$ cat config.mk
export PLATFORM = sky130hd
export DESIGN_NAME = nearest_neighbor_tour_search
export DESIGN_NICKNAME = d
export VERILOG_FILES = /design/src/sv/nnts_pkg.sv /design/src/sv/nearest_neighbor_tour_search.sv /design/src/sv/nnts_edge_store.sv
export VERILOG_INCLUDE_DIRS = /design/src /design/src/sv
export SDC_FILE = /design/constraint.sdc
export NUM_CORES = 2
export LEC_CHECK = 0
export BUFFER_PORTS_ARGS = -buffer_cell sky130_fd_sc_hd__buf_2
export CORE_ASPECT_RATIO = 1.25
export CORE_MARGIN = 1.5
export CORE_UTILIZATION = 40
export CTS_CLUSTER_DIAMETER = 50
export DETAILED_ROUTE_END_ITERATION = 8
export GPL_ROUTABILITY_DRIVEN = 0
export MAX_ROUTING_LAYER = met4
export PLACE_DENSITY_LB_ADDON = 0.05
export SLEW_MARGIN = 20
export SYNTH_ARGS = -nofsm -noshare
export SYNTH_HDL_FRONTEND = slang
export SYNTH_SLANG_ARGS = --single-unit
export TNS_END_PERCENT = 30
$ cat constraint.sdc
create_clock -name clk -period 9.61 [get_ports clk]
set_clock_uncertainty 0.2 [all_clocks]
set_input_delay 1.922 -clock clk [delete_from_list [all_inputs] [get_ports clk]]
set_output_delay 1.922 -clock clk [all_outputs]
set_load 0.02 [all_outputs]
$ cat src/sv/nearest_neighbor_tour_search_defines.svh
// ----------------------------------------------------------------------------
// nearest neighbour tour search: assertion macros
// shared assertion forms, clocked on clk and disabled during rst
// ----------------------------------------------------------------------------
`ifndef NEAREST_NEIGHBOR_TOUR_SEARCH_DEFINES_SVH
`define NEAREST_NEIGHBOR_TOUR_SEARCH_DEFINES_SVH

// consequent must hold in the same cycle as the antecedent
`define NNTS_ASSERT_NOW(lbl, ante, cons, msg) \
  lbl: assert property (@(posedge clk) disable iff (rst) (ante) |-> (cons)) else $error(msg);

// consequent must hold in the cycle after the antecedent
`define NNTS_ASSERT_NEXT(lbl, ante, cons, msg) \
  lbl: assert property (@(posedge clk) disable iff (rst) (ante) |=> (cons)) else $error(msg);

`endif

$ cat src/sv/nnts_pkg.sv
// ----------------------------------------------------------------------------
// nnts_pkg
// types and fixed constants of the nearest neighbour tour search
// ----------------------------------------------------------------------------
package nnts_pkg;

  // longest walk in edges and the bound on an acceptable tour length
  localparam int unsigned PATH_MAX    = 15;
  localparam int unsigned PATH_SLOT_W = 4;
  localparam int unsigned PATH_DEPTH  = 32;
  localparam logic [19:0] LENGTH_LIMIT = 20'd100000;
  // vertex numbers carried by the item fields
  localparam int unsigned FIELD_VERTS = 16;

  typedef enum logic [1:0] {
    OP_ADD   = 2'd0,
    OP_RUN   = 2'd1,
    OP_CLEAR = 2'd2,
    OP_NOP   = 2'd3
  } op_t;

  typedef enum logic [2:0] {
    ST_ADDED = 3'd0,
    ST_DUP   = 3'd1,
    ST_RANGE = 3'd2,
    ST_FULL  = 3'd3,
    ST_PATH  = 3'd4,
    ST_NONE  = 3'd5
  } status_t;

  typedef struct packed {
    logic [3:0]  a;
    logic [3:0]  b;
    logic [15:0] w;
  } edge_t;

  // commands from the sequencer to the edge store
  typedef struct packed {
    logic add;
    logic clear;
    logic rd;
    logic wr;
  } store_cmd_t;

  typedef enum logic [3:0] {
    S_IDLE,
    S_SORT_START,
    S_SORT_KEY,
    S_SORT_CMP,
    S_SORT_PUT,
    S_WALK_START,
    S_WALK_SCAN,
    S_WALK_END,
    S_EMIT_PATH,
    S_EMIT_EDGE,
    S_EMIT_OUT,
    S_EMIT_NONE
  } fsm_t;

endpackage

$ cat src/sv/nearest_neighbor_tour_search.sv
// ----------------------------------------------------------------------------
// nearest_neighbor_tour_search
// add and clear act only in idle; an add's result is registered and offered
// in the next cycle; a run insertion-sorts the table, then walks from each
// start vertex, all bound by the one read port of the edge memory; each path
// edge then passes the path store, the edge memory and the result register
// synchronous reset empties the table and sets the vertex count to 16
// ----------------------------------------------------------------------------
`include "nearest_neighbor_tour_search_defines.svh"

module nearest_neighbor_tour_search import nnts_pkg::*; #(
  parameter int unsigned MAX_VERTICES = 16,
  parameter int unsigned MAX_EDGES    = 64
) (
  input  logic        clk,
  input  logic        rst,
  input  logic        cfg_valid,
  output logic        cfg_ready,
  input  logic [4:0]  cfg_data,
  input  logic        item_valid,
  output logic        item_stall,
  input  logic [1:0]  op,
  input  logic [3:0]  vertex_a,
  input  logic [3:0]  vertex_b,
  input  logic [15:0] weight,
  output logic        result_valid,
  input  logic        result_stall,
  output logic [2:0]  status,
  output logic [3:0]  edge_a,
  output logic [3:0]  edge_b,
  output logic [15:0] edge_weight,
  output logic [19:0] total_length,
  output logic        last
);

  localparam int unsigned CW  = ($clog2(MAX_VERTICES+1) > 5) ? $clog2(MAX_VERTICES+1) : 5;
  localparam int unsigned AW  = (MAX_EDGES > 1) ? $clog2(MAX_EDGES) : 1;
  localparam int unsigned SCW = $clog2(MAX_EDGES+1);

  fsm_t state, state_next;

  logic [4:0]     vtx_limit;
  logic [CW-1:0]  active_n;

  // edge store port
  store_cmd_t     cmd;
  logic [AW-1:0]  rd_addr, wr_addr;
  edge_t          wr_data, rd_data;
  logic [SCW-1:0] stored;
  status_t        add_status;

  // sort registers
  logic [SCW-1:0] sort_i, sort_i_next, sort_j, sort_j_next;
  logic [SCW-1:0] i_m1, j_m1, j_m2;
  edge_t          key, key_next;
  logic           shift;

  // walk registers
  logic [CW-1:0]  s, s_next, cur, cur_next;
  logic [15:0]    visited, visited_next;
  logic [19:0]    len, len_next, best_len, best_len_next;
  logic [3:0]     pc, pc_next, best_cnt, best_cnt_next, k, k_next;
  logic [SCW-1:0] j_issue, j_issue_next;
  logic           pend_v, pend_v_next;
  logic [AW-1:0]  pend_j, pend_j_next;
  logic           cur_bank, cur_bank_next, best_bank, best_bank_next;
  logic           issue, in_range, hit_a, hit_b, match, walk_done, k_last;
  logic [CW-1:0]  ea_x, eb_x;

  // path store
  logic [AW-1:0]  path_mem [PATH_DEPTH];
  logic [AW-1:0]  path_rd;
  logic           path_we, path_re;
  logic [PATH_SLOT_W:0] path_raddr;

  // output register
  logic           rv, load_ok, out_load, accept;
  status_t        r_status, o_status;
  logic [3:0]     r_a, r_b, o_a, o_b;
  logic [15:0]    r_w, o_w;
  logic [19:0]    r_total, o_total;
  logic           r_last, o_last;

  // effective vertex count
  always_comb begin
    if (CW'(vtx_limit) > CW'(MAX_VERTICES)) begin
      active_n = CW'(MAX_VERTICES);
    end else begin
      active_n = CW'(vtx_limit);
    end
  end

  // handshakes
  assign cfg_ready  = 1'b1;
  assign load_ok    = !rv || !result_stall;
  assign item_stall = (state != S_IDLE) || !load_ok;
  assign accept     = item_valid && !item_stall;

  // sort helpers
  assign i_m1  = sort_i - SCW'(1);
  assign j_m1  = sort_j - SCW'(1);
  assign j_m2  = sort_j - SCW'(2);
  assign shift = rd_data.w > key.w;

  // walk match on the edge read last cycle
  always_comb begin
    ea_x      = CW'(rd_data.a);
    eb_x      = CW'(rd_data.b);
    issue     = j_issue < stored;
    in_range  = (ea_x < active_n) && (eb_x < active_n);
    hit_a     = (ea_x == cur) && !visited[rd_data.b];
    hit_b     = (eb_x == cur) && !visited[rd_data.a];
    match     = pend_v && in_range && (hit_a || hit_b);
    walk_done = match ? (pc == 4'(PATH_MAX - 1)) : (!pend_v && !issue);
    k_last    = (4'(k + 4'd1) == best_cnt);
  end

  // next state
  always_comb begin
    state_next = state;
    unique case (state)
      S_IDLE: begin
        if (accept && op_t'(op) == OP_RUN) state_next = S_SORT_START;
      end
      S_SORT_START: begin
        state_next = (sort_i < stored) ? S_SORT_KEY : S_WALK_START;
      end
      S_SORT_KEY: state_next = S_SORT_CMP;
      S_SORT_CMP: begin
        if (!shift || sort_j == SCW'(1)) state_next = S_SORT_PUT;
      end
      S_SORT_PUT: state_next = S_SORT_START;
      S_WALK_START: begin
        if (s < active_n) begin
          state_next = S_WALK_SCAN;
        end else begin
          state_next = (best_cnt == '0) ? S_EMIT_NONE : S_EMIT_PATH;
        end
      end
      S_WALK_SCAN: begin
        if (walk_done) state_next = S_WALK_END;
      end
      S_WALK_END:  state_next = S_WALK_START;
      S_EMIT_PATH: state_next = S_EMIT_EDGE;
      S_EMIT_EDGE: state_next = S_EMIT_OUT;
      S_EMIT_OUT: begin
        if (load_ok) state_next = k_last ? S_IDLE : S_EMIT_PATH;
      end
      S_EMIT_NONE: begin
        if (load_ok) state_next = S_IDLE;
      end
      default: state_next = S_IDLE;
    endcase
  end

  // datapath and outputs
  always_comb begin
    cmd            = '0;
    rd_addr        = '0;
    wr_addr        = sort_j[AW-1:0];
    wr_data        = key;
    sort_i_next    = sort_i;
    sort_j_next    = sort_j;
    key_next       = key;
    s_next         = s;
    cur_next       = cur;
    visited_next   = visited;
    len_next       = len;
    pc_next        = pc;
    j_issue_next   = j_issue;
    pend_v_next    = pend_v;
    pend_j_next    = pend_j;
    best_len_next  = best_len;
    best_cnt_next  = best_cnt;
    cur_bank_next  = cur_bank;
    best_bank_next = best_bank;
    k_next         = k;
    path_we        = 1'b0;
    path_re        = 1'b0;
    path_raddr     = {best_bank, k};
    out_load       = 1'b0;
    o_status       = ST_NONE;
    o_a            = '0;
    o_b            = '0;
    o_w            = '0;
    o_total        = best_len;
    o_last         = 1'b1;
    unique case (state)
      S_IDLE: begin
        if (accept) begin
          case (op_t'(op))
            OP_ADD: begin
              cmd.add  = 1'b1;
              out_load = 1'b1;
              o_status = add_status;
              o_total  = '0;
            end
            OP_RUN: begin
              sort_i_next   = SCW'(1);
              best_len_next = LENGTH_LIMIT;
              best_cnt_next = '0;
              s_next        = '0;
            end
            OP_CLEAR: cmd.clear = 1'b1;
            default: ;
          endcase
        end
      end
      // insertion sort: fetch key, shift heavier entries up, drop key in
      S_SORT_START: begin
        cmd.rd  = sort_i < stored;
        rd_addr = sort_i[AW-1:0];
      end
      S_SORT_KEY: begin
        key_next    = rd_data;
        sort_j_next = sort_i;
        cmd.rd      = 1'b1;
        rd_addr     = i_m1[AW-1:0];
      end
      S_SORT_CMP: begin
        if (shift) begin
          cmd.wr      = 1'b1;
          wr_data     = rd_data;
          sort_j_next = j_m1;
          if (sort_j != SCW'(1)) begin
            cmd.rd  = 1'b1;
            rd_addr = j_m2[AW-1:0];
          end
        end
      end
      S_SORT_PUT: begin
        cmd.wr      = 1'b1;
        sort_i_next = sort_i + SCW'(1);
      end
      S_WALK_START: begin
        cur_next     = s;
        visited_next = (s < CW'(FIELD_VERTS)) ? (16'd1 << s[3:0]) : '0;
        len_next     = '0;
        pc_next      = '0;
        j_issue_next = '0;
        pend_v_next  = 1'b0;
        k_next       = '0;
      end
      // scan the table in order, restart from the top after each step
      S_WALK_SCAN: begin
        cmd.rd  = issue;
        rd_addr = j_issue[AW-1:0];
        if (match) begin
          path_we      = 1'b1;
          len_next     = len + 20'(rd_data.w);
          cur_next     = hit_a ? eb_x : ea_x;
          visited_next = visited | (16'd1 << (hit_a ? rd_data.b : rd_data.a));
          pc_next      = pc + 4'd1;
          j_issue_next = '0;
          pend_v_next  = 1'b0;
        end else if (issue) begin
          j_issue_next = j_issue + SCW'(1);
          pend_v_next  = 1'b1;
          pend_j_next  = j_issue[AW-1:0];
        end else begin
          pend_v_next = 1'b0;
        end
      end
      S_WALK_END: begin
        if (len < best_len) begin
          best_len_next  = len;
          best_cnt_next  = pc;
          best_bank_next = cur_bank;
          cur_bank_next  = !cur_bank;
        end
        s_next = s + CW'(1);
      end
      S_EMIT_PATH: path_re = 1'b1;
      S_EMIT_EDGE: begin
        cmd.rd  = 1'b1;
        rd_addr = path_rd;
      end
      S_EMIT_OUT: begin
        if (load_ok) begin
          out_load = 1'b1;
          o_status = ST_PATH;
          o_a      = rd_data.a;
          o_b      = rd_data.b;
          o_w      = rd_data.w;
          o_last   = k_last;
          k_next   = k + 4'd1;
        end
      end
      S_EMIT_NONE: out_load = load_ok;
      default: ;
    endcase
  end

  // control and working registers
  always_ff @(posedge clk) begin
    if (rst) begin
      state     <= S_IDLE;
      vtx_limit <= 5'd16;
      rv        <= 1'b0;
      cur_bank  <= 1'b0;
      best_bank <= 1'b0;
    end else begin
      state <= state_next;
      if (cfg_valid && cfg_ready) vtx_limit <= cfg_data;
      rv        <= out_load || (rv && result_stall);
      cur_bank  <= cur_bank_next;
      best_bank <= best_bank_next;
    end
    sort_i    <= sort_i_next;
    sort_j    <= sort_j_next;
    key       <= key_next;
    s         <= s_next;
    cur       <= cur_next;
    visited   <= visited_next;
    len       <= len_next;
    pc        <= pc_next;
    j_issue   <= j_issue_next;
    pend_v    <= pend_v_next;
    pend_j    <= pend_j_next;
    best_len  <= best_len_next;
    best_cnt  <= best_cnt_next;
    k         <= k_next;
  end

  // result register
  always_ff @(posedge clk) begin
    if (out_load) begin
      r_status <= o_status;
      r_a      <= o_a;
      r_b      <= o_b;
      r_w      <= o_w;
      r_total  <= o_total;
      r_last   <= o_last;
    end
  end

  // two-bank path store, registered read
  always_ff @(posedge clk) begin
    if (path_we) begin
      path_mem[{cur_bank, pc}] <= pend_j;
    end
    if (path_re) begin
      path_rd <= path_mem[path_raddr];
    end
  end

  assign result_valid = rv;
  assign status       = r_status;
  assign edge_a       = r_a;
  assign edge_b       = r_b;
  assign edge_weight  = r_w;
  assign total_length = r_total;
  assign last         = r_last;

  nnts_edge_store #(
    .MAX_VERTICES (MAX_VERTICES),
    .MAX_EDGES    (MAX_EDGES)
  ) u_store (
    .clk        (clk),
    .rst        (rst),
    .cmd        (cmd),
    .active_n   (active_n),
    .add_a      (vertex_a),
    .add_b      (vertex_b),
    .add_w      (weight),
    .rd_addr    (rd_addr),
    .wr_addr    (wr_addr),
    .wr_data    (wr_data),
    .rd_data    (rd_data),
    .stored     (stored),
    .add_status (add_status)
  );

  `NNTS_ASSERT_NEXT(a_run_blocks, accept && op_t'(op) == OP_RUN, item_stall, "item taken during run")
  `NNTS_ASSERT_NOW(a_load_free, out_load, load_ok, "result register overwritten while held")
  `NNTS_ASSERT_NOW(a_path_bound, state == S_WALK_SCAN, pc < 4'(PATH_MAX), "walk beyond path store")
  `NNTS_ASSERT_NOW(a_emit_count, state == S_EMIT_OUT, best_cnt != '0 && k < best_cnt, "emit past path")

endmodule

$ cat src/sv/nnts_edge_store.sv
// ----------------------------------------------------------------------------
// nnts_edge_store
// edge table memory, adjacency flags, fill count and add checking
// ----------------------------------------------------------------------------
`include "nearest_neighbor_tour_search_defines.svh"

module nnts_edge_store import nnts_pkg::*; #(
  parameter int unsigned MAX_VERTICES = 16,
  parameter int unsigned MAX_EDGES    = 64
) (
  input  logic       clk,
  input  logic       rst,
  input  store_cmd_t cmd,
  input  logic [(($clog2(MAX_VERTICES+1) > 5) ? $clog2(MAX_VERTICES+1) : 5)-1:0] active_n,
  input  logic [3:0]  add_a,
  input  logic [3:0]  add_b,
  input  logic [15:0] add_w,
  input  logic [((MAX_EDGES > 1) ? $clog2(MAX_EDGES) : 1)-1:0] rd_addr,
  input  logic [((MAX_EDGES > 1) ? $clog2(MAX_EDGES) : 1)-1:0] wr_addr,
  input  edge_t       wr_data,
  output edge_t       rd_data,
  output logic [$clog2(MAX_EDGES+1)-1:0] stored,
  output status_t     add_status
);

  localparam int unsigned CW  = ($clog2(MAX_VERTICES+1) > 5) ? $clog2(MAX_VERTICES+1) : 5;
  localparam int unsigned AW  = (MAX_EDGES > 1) ? $clog2(MAX_EDGES) : 1;
  localparam int unsigned SCW = $clog2(MAX_EDGES+1);
  localparam int unsigned VN  = (MAX_VERTICES < FIELD_VERTS) ? MAX_VERTICES : FIELD_VERTS;
  localparam int unsigned VNW = $clog2(VN);

  edge_t          mem [MAX_EDGES];
  logic [VN-1:0]  adj [VN];
  logic           add_ok;
  logic           mem_we;
  logic [AW-1:0]  mem_waddr;
  edge_t          mem_wdata;

  // add checks: range, then duplicate, then full
  always_comb begin
    if (CW'(add_a) >= active_n || CW'(add_b) >= active_n) begin
      add_status = ST_RANGE;
    end else if (adj[add_a[VNW-1:0]][add_b[VNW-1:0]]) begin
      add_status = ST_DUP;
    end else if (stored >= SCW'(MAX_EDGES)) begin
      add_status = ST_FULL;
    end else begin
      add_status = ST_ADDED;
    end
  end

  assign add_ok = cmd.add && (add_status == ST_ADDED);

  // one write port shared by appends and sort moves
  always_comb begin
    mem_we    = cmd.wr || add_ok;
    mem_waddr = cmd.wr ? wr_addr : stored[AW-1:0];
    mem_wdata = cmd.wr ? wr_data : edge_t'{a: add_a, b: add_b, w: add_w};
  end

  // fill count and adjacency flags
  always_ff @(posedge clk) begin
    if (rst || cmd.clear) begin
      stored <= '0;
      for (int r = 0; r < VN; r++) begin
        adj[r] <= '0;
      end
    end else if (add_ok) begin
      stored <= stored + SCW'(1);
      adj[add_a[VNW-1:0]][add_b[VNW-1:0]] <= 1'b1;
      adj[add_b[VNW-1:0]][add_a[VNW-1:0]] <= 1'b1;
    end
  end

  // edge table, registered read
  always_ff @(posedge clk) begin
    if (mem_we) begin
      mem[mem_waddr] <= mem_wdata;
    end
    if (cmd.rd) begin
      rd_data <= mem[rd_addr];
    end
  end

  `NNTS_ASSERT_NOW(a_stored_bound, 1'b1, stored <= SCW'(MAX_EDGES), "edge count beyond table")
  `NNTS_ASSERT_NEXT(a_clear_empties, cmd.clear, stored == '0, "clear left edges behind")
  `NNTS_ASSERT_NOW(a_one_writer, cmd.wr, !cmd.add, "sort move collides with append")

endmodule
==> run summary <==
Measured on the finished design, the core utilization comes to 45.9%. After routing the design area is 0.104 mm². The number of global-route vias before repair is 54300.

The total of cells resized after clock tree synthesis came out at 0. The DRC violations left is 0. The clock root buffer master is sky130_fd_sc_hd__clkbuf_16. The distinct cell type count after synthesis came out at 70. The net switching power is 10.2 mW. The vias after detailed routing came out at 55200. The endpoint arrival time on the critical path came out at 7380 ps. The design internal power is 19.2 mW.

The register clock-pin slew on the reported worst setup and hold paths came out at 60 ps. After detailed placement, the design holds a cell count of 9171. The count of warnings emitted by yosys is 0.

In this run the power density over the cells is 283 mW/mm². Once detailed placement completed, the half-perimeter wirelength came to 175000 µm. Clock tree synthesis found a total of 2211 sinks. By instance count, the cell type seen most on the critical path is sky130_fd_sc_hd__buf_4. The clock network fraction of total power came out at 31.9%. In this run the worst hold path is classified as reg2reg. For this run, the top clock speed supported by timing is 142 MHz. The routed wire length came out at 284000 µm. The first-pass detailed-route iteration total came out at 6. The sequential cell area in the final layout is 0.0636 mm².

Setup violations remaining at the end of the flow were counted as 0. The instance area at placement came out at 0.0957 mm². Setup repair after global routing left no endpoint under its margin. The cell count after synthesis is 6347. The first-pass GRT wire length came out at 403000 µm. The leakage power of the design came out at 34.0 nW. The sequential group share of total power came out at 40.2%. The sum of negative setup slack came out at 0 ps. The cts-stage hold buffer count is 0. The slowest stage of the critical path is the sky130_fd_sc_hd__nand2_1 cell. The largest stage delay on the critical path came out at 700 ps.

In this run, CTS created clock tree buffers numbering 243. The critical path startpoint category is a primary input. The overall power of the completed layout is 29.4 mW. Entering global routing, the biggest net connects 150 pins. Relative to the synthesized area, the layout overhead comes to 13.8%. The final number of max-transition violations came out at 0.

The floorplan step set the die height to 537 µm. The depth of the worst register-to-register path is 11. The transition time at the pin with the least slew margin is 1220 ps. For this run, the leading register cell type out of synthesis is sky130_fd_sc_hd__edfxtp_1. The core outline area came out at 0.226 mm². The final-layout fill cell count came out at 20000. For this configuration, the core starts out at a cell density of 40.3%. The final net count came out at 6604. The synthesized design contains 2211 register bits.

TritonCTS built the clock tree. The combinational group share of total power is 28.0%. The worst-case setup margin in the final layout came out at 2550 ps.

The clock latency on the worst-skew pair is 910 ps. The final count of hold timing violations is 0. The mean cell area of the mapped netlist is 14.4 µm². The total congestion overflow came out at 0. Counting flops with a built-in enable in the synthesized netlist gives 1936.

Along the worst path, the maximum fanout reaches 45. Dividing the detail-routed via count by the number of cells gives 5.74. Synthesis produced a netlist with a net count of 6484. The maximum clock path buffer count came out at 4. Along the worst hold path, the cell count comes to 2. The fraction of power spent switching nets came out at 34.6%. During placement, the flow inserted port buffers numbering 85.

The H-tree was split into 4 levels. The count of placed standard cells in the final layout, fillers left out came out at 9623. The post-CTS setup-driven buffer insertion count came out at 0. The post-route clock period utilization came out at 73.4%. OpenSTA, run right after detailed placement, puts the worst setup slack at 1630 ps. The multi-input gate area in the final layout came out at 0.0261 mm².

The data required time of the worst path is 9940 ps. The worst setup path is captured at a flop. The run finished with clean final reports. The number of DRC markers in iteration 0 is 5474. The die area came out at 0.231 mm². The number of maximum-capacitance violations is 0. The number of routed nets with antenna violations came out at 0. The fraction of final layout cells with drive strength greater than 1 came out at 14.9%. The initial antenna violation count came to 6. Global routing consumed, over all layers together, 24.9% of the routing resources. The worst path needs 7060 ps of the cycle, external delays included.

The per-cell routed wire length came out at 29.5 µm. After synthesis, flip-flops and latches occupy 69.8% of the total area. The critical path class is in2reg.

The async set or reset register ratio after synthesis came out at 0%. The normalized max-slew margin came out at 16.3%. The number of placed I/O pins is 87. The maximum resistive drop on vdd is 0.279 mV.

In this run the core area contains 195 standard-cell rows. In this run the cell area of the synthesized design comes to 0.0912 mm². The minimum hold slack is 247 ps. The horizontal die dimension is 430 µm. Walking the worst path, the cells encountered are buf_4 -> buf_4 -> mux4_2 -> mux4_2 -> a22oi_1 -> nand2_1 -> a22o_1 -> nor3_2 -> nand3_1 -> nand2_1 -> nand2_1 -> buf_4 -> nor2_2 -> buf_4.
-- cells in the final DEF (no fill, tap or decap), drive strengths merged, types with 149 or more instances in the layout --
| master | count |
|---|---|
| buf | 279 |
| a21oi | 319 |
| o221ai | 196 |
| nor2 | 293 |
| nand2 | 971 |
| mux4 | 149 |
| dfxtp | 275 |
| o21ai | 152 |
| mux2i | 481 |
| clkbuf | 305 |
| edfxtp | 1936 |
-- critical path, delay by kind of cell --
kind,cells,cell delay [ps]
and+or+nand+nor,6,1990
buffers and inverters,4,1910
muxes,2,1030
AOI/OAI and AO/OA,2,460
-- final cells by class --
| cell class | instances | area share [%] |
|---|---|---|
| diodes | 8 | 0.0193 |
| clock buffers | 305 | 6.28 |
| clock inverters | 133 | 1.36 |
| inverters | 72 | 0.260 |
| multi-input cells | 3660 | 25.2 |
| flip-flops and latches | 2211 | 61.3 |
| well taps | 2955 | 3.56 |
| repair buffers | 279 | 2.00 |
-- final timing paths --
check                                      from                             to  slack [ps]
setup / recovery                    vertex_a[0]  u_store.mem[12][19]$_DFFE_PP_        2550
hold / removal      u_store.adj[12][12]$_DFF_P_    u_store.adj[12][12]$_DFF_P_         250
setup reg to reg  u_store.rd_data[13]$_DFFE_PP_  u_store.rd_data[10]$_DFFE_PP_        3120
hold reg to reg     u_store.adj[12][12]$_DFF_P_    u_store.adj[12][12]$_DFF_P_         250
-- flip-flops by register name (all words and copies together), names as in the netlist, 6 cells and up --
name	count
u_store.stored	7
u_store.mem	1536
key	24
path_mem	192
j_issue	7
visited	16
pend_j	6
len	20
u_store.rd_data	24
sort_i	7
best_len	20
edge_weight	16
total_length	20
path_rd	6
sort_j	7
u_store.adj	256
-- cell usage after synthesis, types with 50 or more instances --
cell type                   number  area share [%]
sky130_fd_sc_hd__mux4_2        149             3.7
sky130_fd_sc_hd__mux2i_1       481             5.3
sky130_fd_sc_hd__nor3_1         52            0.29
sky130_fd_sc_hd__a22o_1         50            0.48
sky130_fd_sc_hd__and2_1         71            0.49
sky130_fd_sc_hd__ha_1          100             1.4
sky130_fd_sc_hd__o21ai_0       133            0.73
sky130_fd_sc_hd__a31oi_1        59            0.40
sky130_fd_sc_hd__o22ai_1        56            0.38
sky130_fd_sc_hd__a22oi_1        83            0.68
sky130_fd_sc_hd__buf_2         106            0.58
sky130_fd_sc_hd__nor2_1        293             1.2
sky130_fd_sc_hd__a21oi_1       319             1.8
sky130_fd_sc_hd__nand3_1       141            0.77
sky130_fd_sc_hd__mux2_2         80            0.99
sky130_fd_sc_hd__nand2_1       971             4.0
sky130_fd_sc_hd__clkbuf_1      251             1.0
sky130_fd_sc_hd__dfxtp_1       275             6.0
sky130_fd_sc_hd__o221ai_1      196             1.9
sky130_fd_sc_hd__a2111oi_0      51            0.49
sky130_fd_sc_hd__inv_1          71            0.29
sky130_fd_sc_hd__edfxtp_1     1936              64
-- cells by family after synthesis --
logic type / count (synthesis) / synth area share [%]
other: 1 / 0.00411
multiplexers: 710 / 9.95
adder cells (fa/ha/maj): 101 / 1.39
AO/OA/AOI/OAI: 1150 / 8.58
buffers and inverters: 476 / 2.19
AND/OR/NAND/NOR: 1644 / 7.60
XOR/XNOR: 54 / 0.519
flip-flops: 2211 / 69.8
-- per-layer routing --
metal | routed length [µm] | global-route usage, %
met3 | 15000 | 2.83
met1 | 119000 | 32.0
met2 | 137000 | 40.1
met4 | 12700 | 10.2
met5 | 0 | -
-- power by group through the flow --
stage               Sequential, mW  Combinational (mW)  Clock, mW
floorplan                     11.8                4.62          0
global placement              12.0                8.17          0
detailed placement            12.0                8.20          0
CTS                           11.8                8.22       9.55
global route                  11.8                8.62       9.89
finish                        11.8                8.21       9.37
No activity file was read; power rests on OpenSTA's default activity.
